**src/sv/u8sf_pkg.sv**
```systemverilog
// u8sf_pkg: shared constants and types of the utf-8 sanitize filter
// no dependencies; imported by every module of the block
`timescale 1ns / 1ps
`default_nettype none

package u8sf_pkg;

   localparam int HOLD_DEPTH = 3;
   localparam int BURST_DEPTH = HOLD_DEPTH + 1;

   typedef logic [7:0] byte_type;

   // ascii range and the control bytes that survive
   localparam byte_type ASCII_MAX = 8'h7F;
   localparam byte_type SPACE_CHAR = 8'h20;
   localparam byte_type TAB_CHAR = 8'h09;
   localparam byte_type LF_CHAR = 8'h0A;
   localparam byte_type CR_CHAR = 8'h0D;

   // lead and continuation byte patterns
   localparam byte_type CONT_MASK = 8'hC0;
   localparam byte_type CONT_CODE = 8'h80;
   localparam byte_type LEAD2_MASK = 8'hE0;
   localparam byte_type LEAD2_CODE = 8'hC0;
   localparam byte_type LEAD3_MASK = 8'hF0;
   localparam byte_type LEAD3_CODE = 8'hE0;
   localparam byte_type LEAD4_MASK = 8'hF8;
   localparam byte_type LEAD4_CODE = 8'hF0;

   // total sequence lengths, zero means no sequence open
   localparam logic [2:0] SEQ_NONE = 3'd0;
   localparam logic [2:0] SEQ_LEN2 = 3'd2;
   localparam logic [2:0] SEQ_LEN3 = 3'd3;
   localparam logic [2:0] SEQ_LEN4 = 3'd4;

   // all responses caused by one request
   typedef struct packed {
      logic [BURST_DEPTH-1:0][7:0] data;
      logic [1:0]                  last_idx;
      logic                        has_byte;
      logic                        text_end;
   } burst_type;

endpackage

`default_nettype wire

```
**src/sv/u8sf_req_if.sv**
```systemverilog
// u8sf_req_if: request channel of the utf-8 sanitize filter
// no dependencies
`timescale 1ns / 1ps
`default_nettype none

interface u8sf_req_if;
   logic       valid;
   logic       ready;
   logic [7:0] in_byte;
   logic       in_last;

   modport source (output valid, output in_byte, output in_last, input ready);
   modport sink (input valid, input in_byte, input in_last, output ready);
endinterface

`default_nettype wire

```
**src/sv/u8sf_rsp_if.sv**
```systemverilog
// u8sf_rsp_if: response channel of the utf-8 sanitize filter
// no dependencies
`timescale 1ns / 1ps
`default_nettype none

interface u8sf_rsp_if;
   logic       valid;
   logic       ready;
   logic [7:0] out_byte;
   logic       has_byte;
   logic       run_last;
   logic       text_end;

   modport source (output valid, output out_byte, output has_byte, output run_last,
                   output text_end, input ready);
   modport sink (input valid, input out_byte, input has_byte, input run_last,
                 input text_end, output ready);
endinterface

`default_nettype wire

```
**src/sv/u8sf_decode.sv**
```systemverilog
// u8sf_decode: sequence state and per-request classification into a burst
// depends on u8sf_pkg and u8sf_req_if
`timescale 1ns / 1ps
`default_nettype none

module u8sf_decode
   import u8sf_pkg::*;
(
   input  wire logic  clock,
   input  wire logic  reset,
   u8sf_req_if.sink   req,
   input  wire logic  slot_free,
   output logic       load,
   output burst_type  burst
);

   byte_type   held_ff [HOLD_DEPTH];
   logic [2:0] need_ff, need_in;
   logic [1:0] cnt_ff, cnt_in;

   byte_type   b;
   logic       open, cont, complete, extend, keep_ascii;
   logic       hold_en;
   logic [1:0] hold_idx;
   logic [1:0] emit_k;
   logic [2:0] n_bytes;
   logic       emits, accept;

   always_comb begin
      b = req.in_byte;
      open = (need_ff != SEQ_NONE);
      cont = ((b & CONT_MASK) == CONT_CODE);
      complete = open && cont && (({1'b0, cnt_ff} + 3'd1) >= need_ff);
      extend = open && cont && !complete;
      keep_ascii = !(open && cont) && (b <= ASCII_MAX) &&
                   (b >= SPACE_CHAR || b == LF_CHAR || b == CR_CHAR || b == TAB_CHAR);

      need_in = SEQ_NONE;
      cnt_in = 2'd0;
      hold_en = 1'b0;
      hold_idx = 2'd0;
      if (extend) begin
         need_in = need_ff;
         cnt_in = cnt_ff + 2'd1;
         hold_en = 1'b1;
         hold_idx = cnt_ff;
      end else if (!complete) begin
         // fresh start, also after a broken sequence
         if ((b & LEAD2_MASK) == LEAD2_CODE) begin
            need_in = SEQ_LEN2;
         end else if ((b & LEAD3_MASK) == LEAD3_CODE) begin
            need_in = SEQ_LEN3;
         end else if ((b & LEAD4_MASK) == LEAD4_CODE) begin
            need_in = SEQ_LEN4;
         end
         if (need_in != SEQ_NONE) begin
            cnt_in = 2'd1;
            hold_en = 1'b1;
         end
      end
      if (req.in_last) begin
         need_in = SEQ_NONE;
         cnt_in = 2'd0;
      end

      emit_k = complete ? cnt_ff : 2'd0;
      n_bytes = complete ? ({1'b0, cnt_ff} + 3'd1) : (keep_ascii ? 3'd1 : 3'd0);
      emits = (n_bytes != 3'd0) || req.in_last;

      burst.has_byte = (n_bytes != 3'd0);
      burst.text_end = req.in_last;
      burst.last_idx = burst.has_byte ? 2'(n_bytes - 3'd1) : 2'd0;
      for (int i = 0; i < BURST_DEPTH; i++) begin
         if (!burst.has_byte) begin
            burst.data[i] = 8'h00;
         end else if (i < HOLD_DEPTH && 2'(i) < emit_k) begin
            burst.data[i] = held_ff[i];
         end else begin
            burst.data[i] = b;
         end
      end

      // requests that yield nothing pass even while the output is busy
      req.ready = !reset && (slot_free || !emits);
      accept = req.valid && req.ready;
      load = accept && emits;
   end

   always_ff @(posedge clock) begin
      if (reset) begin
         need_ff <= SEQ_NONE;
         cnt_ff <= 2'd0;
      end else if (accept) begin
         need_ff <= need_in;
         cnt_ff <= cnt_in;
      end
   end

   always_ff @(posedge clock) begin
      if (accept && hold_en) begin
         held_ff[hold_idx] <= b;
      end
   end

   a_idle_empty: assert property (@(posedge clock) disable iff (reset)
      (need_ff == SEQ_NONE) |-> (cnt_ff == 2'd0))
      else $error("held bytes with no sequence open");

   a_open_count: assert property (@(posedge clock) disable iff (reset)
      (need_ff != SEQ_NONE) |-> (cnt_ff != 2'd0 && {1'b0, cnt_ff} < need_ff))
      else $error("held count out of range for open sequence");

   a_load_free: assert property (@(posedge clock) disable iff (reset)
      load |-> slot_free)
      else $error("burst loaded into a busy output slot");

endmodule

`default_nettype wire

```
**src/sv/u8sf_serializer.sv**
```systemverilog
// u8sf_serializer: result register that hands out one response per ready cycle
// depends on u8sf_pkg and u8sf_rsp_if
`timescale 1ns / 1ps
`default_nettype none

module u8sf_serializer
   import u8sf_pkg::*;
(
   input  wire logic       clock,
   input  wire logic       reset,
   input  wire logic       load,
   input  wire burst_type  burst,
   output logic            slot_free,
   u8sf_rsp_if.source      rsp
);

   burst_type  burst_ff;
   logic       busy_ff, busy_in;
   logic [1:0] idx_ff, idx_in;
   logic       fire, final_one;

   always_comb begin
      final_one = (idx_ff == burst_ff.last_idx);
      fire = busy_ff && rsp.ready;
      slot_free = !busy_ff || (fire && final_one);

      rsp.valid = busy_ff;
      rsp.out_byte = burst_ff.data[idx_ff];
      rsp.has_byte = burst_ff.has_byte;
      rsp.run_last = final_one;
      rsp.text_end = burst_ff.text_end && final_one;

      busy_in = busy_ff;
      idx_in = idx_ff;
      if (load) begin
         busy_in = 1'b1;
         idx_in = 2'd0;
      end else if (fire) begin
         if (final_one) begin
            busy_in = 1'b0;
         end else begin
            idx_in = idx_ff + 2'd1;
         end
      end
   end

   always_ff @(posedge clock) begin
      if (reset) begin
         busy_ff <= 1'b0;
         idx_ff <= 2'd0;
      end else begin
         busy_ff <= busy_in;
         idx_ff <= idx_in;
      end
   end

   always_ff @(posedge clock) begin
      if (load) begin
         burst_ff <= burst;
      end
   end

   a_idx_range: assert property (@(posedge clock) disable iff (reset)
      busy_ff |-> (idx_ff <= burst_ff.last_idx))
      else $error("response index past end of burst");

   a_marker_single: assert property (@(posedge clock) disable iff (reset)
      (busy_ff && !burst_ff.has_byte) |-> (burst_ff.text_end && burst_ff.last_idx == 2'd0))
      else $error("bare end marker is not a single final response");

   a_step_on: assert property (@(posedge clock) disable iff (reset)
      (fire && !final_one && !load) |=> (busy_ff && idx_ff == $past(idx_ff) + 2'd1))
      else $error("burst did not advance after a taken response");

endmodule

`default_nettype wire

```
**src/sv/utf8_sanitize_filter.sv**
```systemverilog
// utf8_sanitize_filter: top level of the utf-8 sanitize filter
// depends on u8sf_pkg, u8sf_req_if, u8sf_rsp_if, u8sf_decode, u8sf_serializer
`timescale 1ns / 1ps
`default_nettype none

// Byte-stream utf-8 sanitizer. Each request carries one text byte and an
// end-of-text flag; each response carries one kept byte (or a bare end
// marker with has_byte low), run_last on the final response of its request
// and text_end on the final response of the text. Ascii 0x20-0x7F plus tab,
// newline and carriage return pass at once; 2/3/4-byte sequences are held
// and released whole when complete; broken or incomplete sequences, stray
// continuations, 0xF8-0xFF and other bytes below 0x20 are dropped. Overlong
// forms and surrogates are not checked. Rate: one request per cycle out of
// reset while it yields nothing or the result register is free. Decode is
// one combinational pass from the held-sequence state into a one-burst
// result register; a request yields 0 to 4 responses, which leave it one
// per cycle while the response side is ready, so a request that yields
// responses waits until the last response of the previous burst is taken,
// and may be taken in that same cycle; a stalled response side stalls it.

module utf8_sanitize_filter
   import u8sf_pkg::*;
(
   input  wire logic   clock,
   input  wire logic   reset,
   u8sf_req_if.sink    req_ch,
   u8sf_rsp_if.source  rsp_ch
);

   // burst handoff between decode and the result register
   burst_type burst;
   logic      load;
   logic      slot_free;

   // sequence state, byte classification and burst assembly
   u8sf_decode u_decode (
      .clock     (clock),
      .reset     (reset),
      .req       (req_ch),
      .slot_free (slot_free),
      .load      (load),
      .burst     (burst)
   );

   // result register, drains one response per cycle while the response side is ready
   u8sf_serializer u_serializer (
      .clock     (clock),
      .reset     (reset),
      .load      (load),
      .burst     (burst),
      .slot_free (slot_free),
      .rsp       (rsp_ch)
   );

endmodule

`default_nettype wire
```
**src/flat_wrapper.sv**
```systemverilog
// flat-port wrapper written by rule: the top's interface ports become plain ports
module utf8_sanitize_filter_flat import u8sf_pkg::*;
  (clock, reset, req_ch_valid, req_ch_in_byte, req_ch_in_last, req_ch_ready, rsp_ch_valid, rsp_ch_out_byte, rsp_ch_has_byte, rsp_ch_run_last, rsp_ch_text_end, rsp_ch_ready);
  u8sf_req_if req_ch_i ();
  u8sf_rsp_if rsp_ch_i ();
  input  wire logic clock;
  input  wire logic reset;
  input wire logic [$bits(req_ch_i.valid)-1:0] req_ch_valid;
  input wire logic [$bits(req_ch_i.in_byte)-1:0] req_ch_in_byte;
  input wire logic [$bits(req_ch_i.in_last)-1:0] req_ch_in_last;
  output wire logic [$bits(req_ch_i.ready)-1:0] req_ch_ready;
  output wire logic [$bits(rsp_ch_i.valid)-1:0] rsp_ch_valid;
  output wire logic [$bits(rsp_ch_i.out_byte)-1:0] rsp_ch_out_byte;
  output wire logic [$bits(rsp_ch_i.has_byte)-1:0] rsp_ch_has_byte;
  output wire logic [$bits(rsp_ch_i.run_last)-1:0] rsp_ch_run_last;
  output wire logic [$bits(rsp_ch_i.text_end)-1:0] rsp_ch_text_end;
  input wire logic [$bits(rsp_ch_i.ready)-1:0] rsp_ch_ready;
  assign req_ch_i.valid = req_ch_valid;
  assign req_ch_i.in_byte = req_ch_in_byte;
  assign req_ch_i.in_last = req_ch_in_last;
  assign req_ch_ready = req_ch_i.ready;
  assign rsp_ch_valid = rsp_ch_i.valid;
  assign rsp_ch_out_byte = rsp_ch_i.out_byte;
  assign rsp_ch_has_byte = rsp_ch_i.has_byte;
  assign rsp_ch_run_last = rsp_ch_i.run_last;
  assign rsp_ch_text_end = rsp_ch_i.text_end;
  assign rsp_ch_i.ready = rsp_ch_ready;
  utf8_sanitize_filter u_core (.clock(clock), .reset(reset), .req_ch(req_ch_i), .rsp_ch(rsp_ch_i));
endmodule
```
**config.mk**
```make
export PLATFORM = sky130hd
export DESIGN_NAME = utf8_sanitize_filter_flat
export DESIGN_NICKNAME = d
export VERILOG_FILES = /design/src/sv/u8sf_pkg.sv /design/src/sv/u8sf_req_if.sv /design/src/sv/u8sf_rsp_if.sv /design/src/sv/u8sf_decode.sv /design/src/sv/u8sf_serializer.sv /design/src/sv/utf8_sanitize_filter.sv /design/src/flat_wrapper.sv
export SDC_FILE = /design/constraint.sdc
export NUM_CORES = 1
export LEC_CHECK = 0
export ABC_CLOCK_PERIOD_IN_PS = 5200
export BUFFER_PORTS_ARGS = -buffer_cell sky130_fd_sc_hd__buf_2
export CAP_MARGIN = 40
export CORE_MARGIN = 2
export CORE_UTILIZATION = 50
export DETAILED_ROUTE_END_ITERATION = 10
export GPL_TIMING_DRIVEN = 0
export PLACE_DENSITY = 0.69
export SLEW_MARGIN = 20
export SYNTH_ARGS = -nofsm -noshare
export SYNTH_HDL_FRONTEND = slang
export SYNTH_SLANG_ARGS = --single-unit
```
**constraint.sdc**
```tcl
create_clock -name clock -period 5.2 [get_ports clock]
set_clock_uncertainty 0.05 [all_clocks]
set_input_delay 0.26 -clock clock [delete_from_list [all_inputs] [get_ports clock]]
set_output_delay 0.26 -clock clock [all_outputs]
set_load 0.05 [all_outputs]
```
==> results of run 1 <==
-- final cells by class --
cell class                      count  area (um^2)  share of cell area, %
Tap cell                           75         93.8                   2.62
Inverter                            9         33.8                  0.943
Buffer                              9         42.5                   1.19
Sequential cell                    68         1960                   54.8
Clock inverter                      6          113                   3.14
Timing Repair Buffer               26          155                   4.33
Clock buffer                       10          128                   3.56
Multi-Input combinational cell    139         1050                   29.4
-- sequential cells by signal, summed over array words and instances (netlist names) --
register and count:
u_core.u_decode.cnt_ff 2, u_core.u_decode.held_ff 24, u_core.u_decode.need_ff 3, u_core.u_serializer.burst_ff 35, u_core.u_serializer.idx_ff 2, u_core.u_serializer.rsp.has_byte 1, u_core.u_serializer.rsp.valid 1
-- worst max-delay path: stages (launching register included) --
cell and delay (ps):
dfxtp_1 460, ha_1 320, ha_1 290, nand2_1 70, o21a_1 210, o32a_1 370
ha_1 210, inv_1 80, a31oi_1 50, buf_2 210, a21oi_1 260, nor2b_4 560
buf_16 230
-- how the worst max path moves through the flow --
| stage | startpoint | end | slack (ps) |
|---|---|---|---|
| floorplan | u_core.u_decode.cnt_ff[0] | u_core.u_serializer.burst_ff[0] | 850 |
| global placement | u_core.u_decode.cnt_ff[0] | u_core.u_serializer.burst_ff[29] | -90 |
| detailed placement | u_core.u_decode.cnt_ff[0] | u_core.u_serializer.burst_ff[29] | 1550 |
| CTS | u_core.u_decode.cnt_ff[0] | u_core.u_serializer.burst_ff[26] | 1550 |
| global route | u_core.u_decode.cnt_ff[0] | u_core.u_serializer.burst_ff[5] | 1290 |
| finish | u_core.u_decode.cnt_ff[0] | u_core.u_serializer.burst_ff[17] | 1530 |
-- cell families (layout without fill, tap and decap cells) --
kind of cell	count (synthesis)	count (layout)	synth area share (%)
adders and majority gates	5	5	2.03
xor gates and xnor gates	4	4	1.14
and+or+nand+nor	72	72	12.2
buffers and inverters	18	60	2.47
DFF	68	68	63.6
muxes	24	24	11.0
AOI/OAI and AO/OA	34	34	7.51
-- placed cells by master, fill, tap and decap left out, types with 3 or more instances in the layout --
cell type / synthesis / routed
clkbuf_8: 0 / 9
nand2b_1: 4 / 4
nand3_1: 10 / 10
dfxtp_1: 8 / 8
edfxtp_1: 60 / 60
mux2i_1: 16 / 16
buf_2: 7 / 31
a21oi_1: 14 / 14
bufinv_16: 0 / 3
and2_1: 7 / 7
nor2_1: 22 / 22
o21a_1: 3 / 3
inv_1: 9 / 9
nand2_1: 11 / 11
mux4_2: 8 / 8
ha_1: 5 / 5
clkbuf_1: 2 / 3
-- stage by stage --
step	power (uW)	hold WS, ps
2_1_floorplan	702	307
3_3_place_gp	734	452
3_5_place_dp	739	451
4_1_cts	1250	109
5_1_grt	1280	115
6_report	1250	129
-- power groups by stage --
stage	Clock [uW]	Combinational (uW)	Sequential (uW)
after CTS	526	111	616
after global placement	0	105	628
after global routing	547	120	617
final	519	110	616
after detailed placement	0	111	628
after floorplan	0	70.9	631
-- layer usage --
metal  vias up  share of wire, %  GRT usage [%]
met5         -                 0              0
met4         0               2.4           10.0
met3         8               4.1           5.11
met2        52                48           31.4
met1       970                46           27.0
li1        923                 -              -
==> reports/qor.yml, run 1 <==
clocking:
  cts_sinks: 68
  clk_pin_slew_worst_paths_ps: 70
  cts_buffer_depth: 2
  post_cts_resized: 0
  cts_hold_buf: 0
  clk_latency_ps: 340
  cts_tree: "yes"
  htreeDepth: 3
  tritoncts.num_buffers: 9
  post_cts_buffers: 0
  cts_root_buffer: "clkbuf_8"
layout:
  layout-drive-gt1-share_pct: 24.3
  fillers: 493
  finalNonFillerCells: 342
  antenna_cells: 0
  final_util_pct: 60.1
  area_delta_synth_final_pct: 16.1
  nets: 280
  postLayoutCellArea_mm2: 0.00358
sta:
  max_slew.worst_pin.slew_ps: 564
  grt_setup_unrepaired: "no"
  fin_crit_ps: 3670
  maxSlewHeadroom_pct: 62.3
  setup-violations-final: 0
  fin_setup_tns_ps: 0
  finalMaxSlewViolations: 0
  finalWorstSetupSlack_ps: 1530
  fmax_mhz: 273
  finalCritPeriodShare_pct: 70.5
  hold_viol_final: 0
global_routing:
  grt_pass1_wl_um: 9740
  antenna_found_initial: 0
  grt_overflow: 0
  first_global_vias: 1918
  grt_max_degree: 22
  grtUsageTotal_pct: 20.4
logic_synthesis:
  yosysMostFrequentCell: "edfxtp_1"
  yosysUniqueCellTypes: 43
  ys_seq_elements: 68
  synth_nets: 243
  syn_inst: 225
  ys_warn_count: 0
  syn_area_mm2: 0.00308
  synth-edff-count: 60
  synth_top_area_share_pct: 58.4
  async_flop_share_pct: 0
  syn-mean-instance-area_um2: 13.7
  ys_top_cells_by_count: "edfxtp_1 (60), nor2_1 (22), mux2i_1 (16), a21oi_1 (14), nand2_1 (11)"
  synth_ff_type: "edfxtp_1"
  ys_seq_area_share_pct: 63.6
  synth_top_area_cell: "edfxtp_1"
  synth_area_leaders: "edfxtp_1 (58%), mux4_2 (5.8%), dfxtp_1 (5.2%), mux2i_1 (5.2%), nor2_1 (2.7%)"
power:
  pwr_density_cell_mw_per_mm2: 348
  switching_share_pct: 22.4
  p_switching_uw: 279
  seqPwrFrac_pct: 49.5
  ir_drop_uv: 168
  power.share.clock_pct: 41.7
  combPwrFrac_pct: 8.9
  intPower_uw: 966
  p_leak_uw: 0.00127
place:
  hpwl_um: 4210
  post_dp_cell_area_mm2: 0.00334
  gp_congestion: 0.801
  place_ws_ps: 1550
  dp_cells: 326
  io_buffers: 24
die:
  ios: 26
  die_area_mm2: 0.00681
  start_util_pct: 51.8
  core_mm2: 0.00596
  die_x_um: 82.5
  rows: 28
  dieHeight_um: 82.5
worst_setup_path:
  rr_endpoint: "u_core.u_serializer.burst_ff[17]"
  r2r_slack_ps: 1530
  crit_fanout: 21
  criticalPathCategory: "flip-flop to flip-flop"
  cp_data_required_time_ps: 5200
  worstPathArrival_ps: 3660
  cp-end-kind: "flip-flop"
  r2r-start: "u_core.u_decode.cnt_ff[0]"
  crit_path_start_kind: "flip-flop"
  reg2reg_depth: 12
drt:
  drt-total-wl_um: 6230
  firstDrtPassIters: 4
  avgViaCountPerCell: 5.71
  vias: 1953
  wire_per_inst_um: 18.2
  drc_errors: 0
  first_iter_violations: 161
  ant_nets: 0
min_path:
  hold_class: "input port to flip-flop"
  hold_depth: 2
  min_from: "req_ch_valid"
  min_to: "u_core.u_serializer.idx_ff[0]"
run_status:
  status: "finished, final reports clean"
flow_run:
  maxCapViolCount: 0
Note: power is estimated with default switching activity, not from simulation.
==> run 2, diff against run 1 <==
--- a/config.mk
+++ b/config.mk
@@ -5,14 +5,15 @@
 export SDC_FILE = /design/constraint.sdc
 export NUM_CORES = 1
 export LEC_CHECK = 0
-export ABC_CLOCK_PERIOD_IN_PS = 5200
+export ABC_AREA = 1
+export ABC_CLOCK_PERIOD_IN_PS = 3000
 export BUFFER_PORTS_ARGS = -buffer_cell sky130_fd_sc_hd__buf_2
 export CAP_MARGIN = 40
 export CORE_MARGIN = 2
 export CORE_UTILIZATION = 50
 export DETAILED_ROUTE_END_ITERATION = 10
 export GPL_TIMING_DRIVEN = 0
-export PLACE_DENSITY = 0.69
+export PLACE_DENSITY = 0.71
 export SLEW_MARGIN = 20
 export SYNTH_ARGS = -nofsm -noshare
 export SYNTH_HDL_FRONTEND = slang
==> constraint.sdc (replaced) <==
create_clock -name clock -period 3 [get_ports clock]
set_clock_uncertainty 0.05 [all_clocks]
set_input_delay 0.15 -clock clock [delete_from_list [all_inputs] [get_ports clock]]
set_output_delay 0.15 -clock clock [all_outputs]
set_load 0.05 [all_outputs]
==> run 2 against run 1 <==
  * Critical path depth up 4
  * Clock power rose by 26%
  * Via count grew 13%
  * Core utilization up 1.0 points
  * Synthesized cell count grew 32%
  * Routed wire length up 0.50%
  * Register-to-register slack got worse by 1400 ps
  * Sequential cell count is the same
  * Worst setup slack worse by 1400 ps
==> reports/qor.yml, run 2 <==
worst_setup_path:
  crit_path_frequent_cell: "nand2_1"
  crit_fanout: 7
  cp-end-kind: "flip-flop"
  crit_slowest_cell: "dfxtp_4"
  rr_endpoint: "u_core.u_decode.held_ff[2][3]"
  r2r_slack_ps: 180
  r2r-start: "u_core.u_decode.cnt_ff[1]"
  crit_path_start_kind: "flip-flop"
  criticalPathCategory: "flip-flop to flip-flop"
  max_stage_delay_ps: 370
  cp_cell_sequence: "ha_4 > ha_4 > nand2_1 > inv_1 > nand2_1 > nand2_2 > nand2_4 > nor2_4 > inv_2 > nand2_1 > ha_2 > nand3_4 > nand2_2 > nand3_2 > nor4_4 > buf_6"
  cp_data_required_time_ps: 3000
  reg2reg_depth: 16
  worstPathArrival_ps: 2820
sta:
  maxSlewHeadroom_pct: 67.4
  finalCritPeriodShare_pct: 94.0
  fmax_mhz: 355
  whs_ps: 21.7
  fin_crit_ps: 2820
  setup-violations-final: 0
  finalMaxSlewViolations: 0
  fin_setup_tns_ps: 0
  max_slew.worst_pin.slew_ps: 489
  hold_viol_final: 0
logic_synthesis:
  synth_top_area_cell: "edfxtp_1"
  synth-edff-count: 60
  yosysMostFrequentCell: "edfxtp_1"
  ys_top_cells_by_count: "edfxtp_1 (60), nor2_1 (39), nand2_1 (36), inv_1 (28), o21ai_0 (25)"
  ys_warn_count: 0
  synth_top_area_share_pct: 56.5
  synth_ff_type: "edfxtp_1"
  yosysUniqueCellTypes: 33
  synth_nets: 314
  syn_inst: 296
  ys_seq_elements: 68
  synth_area_leaders: "edfxtp_1 (56%), dfxtp_1 (5.0%), nor2_1 (4.6%), nand2_1 (4.2%), o21ai_0 (3.9%)"
  async_flop_share_pct: 0
  syn-mean-instance-area_um2: 10.8
  syn_area_mm2: 0.00319
  ys_seq_area_share_pct: 61.5
drt:
  drc_errors: 0
  drt-total-wl_um: 6270
  wl_met3_um: 256
  first_iter_violations: 170
  ant_nets: 0
  dr.max_layer_used: "met4"
  wire_per_inst_um: 14.8
  wl_met1_um: 2840
  vias: 2199
  wl_met2_um: 3040
  firstDrtPassIters: 4
  avgViaCountPerCell: 5.20
flow_run:
  maxCapViolCount: 0
die:
  die_area_mm2: 0.00703
  die_x_um: 83.9
  start_util_pct: 51.1
  core_mm2: 0.00624
  ios: 26
  dieHeight_um: 83.9
  rows: 29
layout:
  area_delta_synth_final_pct: 19.6
  antenna_cells: 0
  ff_latch_area_mm2: 0.00197
  largest_register_ffs: 35
  mostFrequentLayoutCells: "edfxtp_1 (60), nor2_1 (38), nand2_1 (35)"
  layout-drive-gt1-share_pct: 27.7
  multiInputGateArea_mm2: 0.00112
  layout_commonest_cell: "edfxtp_1"
  top_register: "u_core.u_serializer.burst_ff"
  fillers: 492
  nets: 359
  reg_top3: "u_core.u_serializer.burst_ff x35, u_core.u_decode.held_ff x24, u_core.u_decode.need_ff x3"
  finalNonFillerCells: 423
power:
  power.total_uw: 2060
  p_leak_uw: 0.00142
  pwr_density_cell_mw_per_mm2: 541
  ir_drop_uv: 273
place:
  io_buffers: 25
  gp_congestion: 0.816
  hpwl_um: 4300
  dp_cells: 398
run_status:
  status: "finished, final reports clean"
min_path:
  hold_depth: 1
  min_to: "u_core.u_decode.held_ff[2][2]"
  hold_class: "input port to flip-flop"
  min_from: "req_ch_in_byte[2]"
clocking:
  cts_buffer_depth: 2
  clk_latency_ps: 330
  cts_sinks: 68
  htreeDepth: 3
  cts_root_buffer: "clkbuf_8"
  clk_pin_slew_worst_paths_ps: 80
  tritoncts.num_buffers: 9
  cts_tree: "yes"
global_routing:
  grt_overflow: 0
  grtUsageTotal_pct: 18.9
  first_global_vias: 2028
  grt_pass1_wl_um: 10000
  grt_max_degree: 19
  antenna_found_initial: 0
run 2: cell count changes after synthesis, sizes merged, moves of 10 or more:
cell,before,now
nand2,11,45
o21ai,3,32
inv,9,32
nor2,22,44
mux2i,16,0
a21oi,15,25
run 2: cell families (layout without fill, tap and decap cells):
group | count (synthesis) | count (layout) | share of synthesized area (%)
AND/OR/NAND/NOR | 110 | 110 | 17.2
AO/OA/AOI/OAI | 68 | 68 | 12.2
flip-flops | 68 | 68 | 61.5
buffers and inverters | 42 | 92 | 6.24
adder cells (fa/ha/maj) | 5 | 5 | 1.96
XOR/XNOR | 3 | 3 | 0.824
run 2: cell type report:
class	instances	area share [%]
sequential	68	51.6
buffer	9	1.94
timing repair buffer	33	6.40
tap	77	2.53
clock buffer	9	3.25
clock inverter	7	1.34
multi-input combinational	186	29.4
inverter	33	3.38
timing repair inverter	1	0.197
run 2: how the worst max path moves through the flow:
stage	start	end	slack, ps	depth (start not counted)
after floorplan	u_core.u_decode.cnt_ff[0]	u_core.u_serializer.burst_ff[0]	-140	15
after global placement	u_core.u_decode.cnt_ff[0]	u_core.u_decode.held_ff[2][2]	-100	15
after detailed placement	u_core.u_decode.cnt_ff[0]	u_core.u_serializer.burst_ff[28]	-100	15
after CTS	u_core.u_decode.cnt_ff[0]	u_core.u_serializer.burst_ff[25]	-10	15
after global routing	u_core.u_decode.cnt_ff[1]	u_core.u_decode.held_ff[2][4]	-7	16
final	u_core.u_decode.cnt_ff[1]	u_core.u_decode.held_ff[2][3]	180	16
run 2: critical path, delay by kind of cell (launching register included):
family        cells  cell delay, ps
simple gates     10            1100
fa+ha+maj         3             720
flops             1             370
buf+inv           3             270
run 2: layer usage:
metal	global-route usage (%)	up-vias
met4	10.1	0
met2	30.0	51
met3	3.26	10
met5	0	-
li1	-	1120
met1	24.8	1018
run 2: repair_timing:
action	CTS	global route
pin swaps	0	3
cloned	1	0
resized for setup	2	6
setup buffers	2	5
endpoints found under the setup margin	44	61
endpoints found under the hold margin	1	0
hold buffers	1	0
run 2: where the power goes:
part           switching, uW  internal [uW]
clock                    353            302
sequential              13.5           1080
combinational            220           99.6
total                    586           1480
run 2: metrics by stage:
stage | utilization, % | worst slack [ps] | cell area, um^2
finish | 61.1 | 179 | 3810
global placement | 55.8 | -101 | 3480
global route | 61.1 | -6.69 | 3810
CTS | 59.7 | -11.2 | 3720
floorplan | - | -143 | 3260
detailed placement | 55.8 | -104 | 3480
==> run 3, diff against run 2 <==
--- a/config.mk
+++ b/config.mk
@@ -17,4 +17,5 @@
 export SLEW_MARGIN = 20
 export SYNTH_ARGS = -nofsm -noshare
 export SYNTH_HDL_FRONTEND = slang
+export SYNTH_HIERARCHICAL = 1
 export SYNTH_SLANG_ARGS = --single-unit
==> run 3 against run 2 <==
  * Clock power up 33%
  * Non-clock buffer count is 4 lower
  * Area after synthesis is 9.7% higher
  * Via count grew 7.0%
  * Die area grew 9.2%
  * Global-route usage rose by 0.058 points
  * Critical endpoint is now u_core/u_decode/held_ff[0][0]
  * Largest cell class unchanged
==> reports/qor.yml, run 3 <==
worst_setup_path:
  r2r_slack_ps: 120
  rr_endpoint: "u_core/u_decode/held_ff[0][0]"
  path_buf_inv: 2
  cp_data_required_time_ps: 2930
  max_stage_delay_ps: 400
  worstPathArrival_ps: 2820
  critPathTopFamily: "simple AND/OR/NAND/NOR gates"
  r2r-start: "u_core/u_decode/cnt_ff[1]"
  crit_slowest_cell: "dfxtp_2"
  crit_path_start_kind: "flip-flop"
  cp_cell_sequence: "ha_2 > ha_1 > nand3b_1 > nand3_2 > nand2_4 > clkinv_4 > nand2_2 > nand4_4 > nand2_4 > nand3_2 > inv_2 > nand2_2 > nor2_2"
  reg2reg_depth: 13
  cp-end-kind: "flip-flop"
  criticalPathCategory: "flip-flop to flip-flop"
  crit_fanout: 8
logic_synthesis:
  synth_area_leaders: "edfxtp_1 (52%), nand2_1 (7.2%), dfxtp_1 (4.6%), inv_1 (4.0%), nor2_1 (3.8%)"
  synthAdderAreaFrac_pct: 1.43
  synth_top_area_cell: "edfxtp_1"
  async_flop_share_pct: 0
  synth-edff-count: 60
  syn_area_mm2: 0.00350
  synth_top_area_share_pct: 51.5
  syn-mean-instance-area_um2: 10.1
  synth_nets: 363
  synthMuxAreaShare_pct: 2.68
  ys_warn_count: 6
  syn_inst: 346
  synth-simple-area-share_pct: 20.6
  synth_ff_type: "edfxtp_1"
  ys_top_cells_by_count: "nand2_1 (67), edfxtp_1 (60), inv_1 (37), nor2_1 (35), inv_2 (27)"
  yosysUniqueCellTypes: 35
  yosysMostFrequentCell: "nand2_1"
  ys_seq_elements: 68
  synth_compound_area_share_pct: 9.37
  synth_top_family_by_area: "simple AND/OR/NAND/NOR gates"
  synth_xor_xnor_area_share_pct: 0.250
  ys_seq_area_share_pct: 56.1
die:
  rows: 30
  die_area_mm2: 0.00768
  die_x_um: 87.6
  dieHeight_um: 87.6
  core_mm2: 0.00679
  ios: 26
  start_util_pct: 51.5
sta:
  fmax_mhz: 347
  grt_setup_unrepaired: "yes"
  finalWorstSetupSlack_ps: 115
  hold_viol_final: 0
  fin_crit_ps: 2880
  finalMaxSlewViolations: 0
  finalCritPeriodShare_pct: 96.2
  maxSlewHeadroom_pct: 69.1
  setup-violations-final: 0
  max_slew.worst_pin.slew_ps: 463
layout:
  nets: 403
  layout-drive-gt1-share_pct: 32.6
  ff_latch_area_mm2: 0.00196
  largest_register_ffs: 35
  area_delta_synth_final_pct: 15.9
  multiInputGateArea_mm2: 0.00121
  top_register: "u_core/u_serializer/burst_ff"
  mostFrequentLayoutCells: "nand2_1 (67), edfxtp_1 (60), inv_1 (36)"
  fillers: 572
  reg_top3: "u_core/u_serializer/burst_ff x35, u_core/u_decode/held_ff x24, u_core/u_decode/need_ff x3"
  layout_commonest_cell: "nand2_1"
  antenna_cells: 0
  postLayoutCellArea_mm2: 0.00405
min_path:
  min_from: "reset"
  min_to: "u_core/u_decode/cnt_ff[1]"
  hold_depth: 2
  hold_class: "input port to flip-flop"
clocking:
  clk_pin_slew_worst_paths_ps: 70
  htreeDepth: 3
  cts_tree: "yes"
  cts_buffer_depth: 2
  cts_hold_buf: 0
  clk_latency_ps: 340
  cts_sinks: 68
  cts_root_buffer: "clkbuf_8"
  tritoncts.num_buffers: 9
drt:
  wire_per_inst_um: 13.7
  drc_errors: 0
  vias: 2354
  ant_nets: 0
  firstDrtPassIters: 4
  drt-total-wl_um: 6640
  first_iter_violations: 152
  avgViaCountPerCell: 4.84
place:
  hpwl_um: 4720
  gp_congestion: 0.767
  io_buffers: 25
  post_dp_cell_area_mm2: 0.00375
  place_ws_ps: -228
power:
  power.total_uw: 2240
  p_leak_uw: 0.00181
  pwr_density_cell_mw_per_mm2: 553
  ir_drop_uv: 230
global_routing:
  first_global_vias: 2208
  antenna_found_initial: 0
  grtUsageTotal_pct: 18.9
  grt_overflow: 0
  grt_max_degree: 19
  grt_pass1_wl_um: 10900
flow_run:
  maxCapViolCount: 0
run_status:
  status: "finished, final reports clean"
[run 3: cell count changes after synthesis, sizes merged, moves of 2 or more]
cell / change
nand2: +37
inv: +32
a21oi: -16
o211ai: +8
mux2: +7
o21ai: -7
nor2: -6
buf: +3
nand3: -3
clkbuf: -2
nand4: +2
xnor2: -2
[run 3: worst max-delay path by stage]
stage	startpoint	endpoint	slack, ps	depth (start not counted)
after floorplan	u_core/u_decode/cnt_ff[1]	u_core/u_serializer/idx_ff[0]	190	16
after global placement	u_core/u_decode/cnt_ff[1]	u_core/u_serializer/idx_ff[1]	-170	16
after CTS	u_core/u_decode/cnt_ff[1]	u_core/u_decode/held_ff[0][0]	30	13
final	u_core/u_decode/cnt_ff[1]	u_core/u_decode/held_ff[0][0]	120	13
after detailed placement	u_core/u_decode/cnt_ff[1]	u_core/u_serializer/idx_ff[0]	-230	16
after global routing	u_core/u_decode/cnt_ff[1]	u_core/u_decode/held_ff[0][5]	-30	13
[run 3: cell type report]
class | count | share of cell area, %
inverters | 65 | 6.23
repair inverters | 1 | 0.185
clock inverters | 6 | 2.56
flip-flops and latches | 68 | 48.5
clock buffers | 9 | 3.06
plain buffers | 10 | 2.10
multi-input cells | 203 | 29.9
well taps | 96 | 2.96
repair buffers | 28 | 4.57
[run 3: layer usage]
layer | vias to the layer above | share of wire, % | GRT usage (%)
met5 | - | 0 | 0
met4 | 0 | 1.4 | 8.67
met3 | 8 | 3.6 | 3.39
met2 | 44 | 47 | 29.6
met1 | 1081 | 48 | 25.9
li1 | 1221 | - | -
[run 3: kinds of logic (layout without fill, tap and decap cells)]
| family | count (synthesis) | after routing |
|---|---|---|
| AOI/OAI and AO/OA | 50 | 50 |
| adders and majority gates | 4 | 4 |
| muxes | 7 | 7 |
| xor gates and xnor gates | 1 | 1 |
| buffers and inverters | 75 | 119 |
| DFF | 68 | 68 |
| and+or+nand+nor | 141 | 141 |
[run 3: report_power, final]
group,switching (uW),internal [uW],total (uW)
Sequential,12.7,1070,1080
Combinational,195,93.6,289
Clock,329,542,871
Total,537,1710,2240
[run 3: metrics by stage]
| stage | TNS, ps | utilization [%] | instances | hold slack, ps |
|---|---|---|---|---|
| after global routing | -250 | 59.7 | 486 | 8.60 |
| after CTS | 0 | 59.6 | 486 | 0.767 |
| after global placement | -6410 | 55.1 | 467 | 354 |
| final | 0 | 59.7 | 486 | 12.9 |
| after floorplan | 0 | - | 346 | 169 |
| after detailed placement | -10330 | 55.1 | 467 | 365 |
[run 3: repair_timing]
action | in CTS | in global routing
gates cloned | 1 | 0
resized for setup | 4 | 3
endpoints found under the setup margin | 63 | 61
buffers inserted | 3 | 0
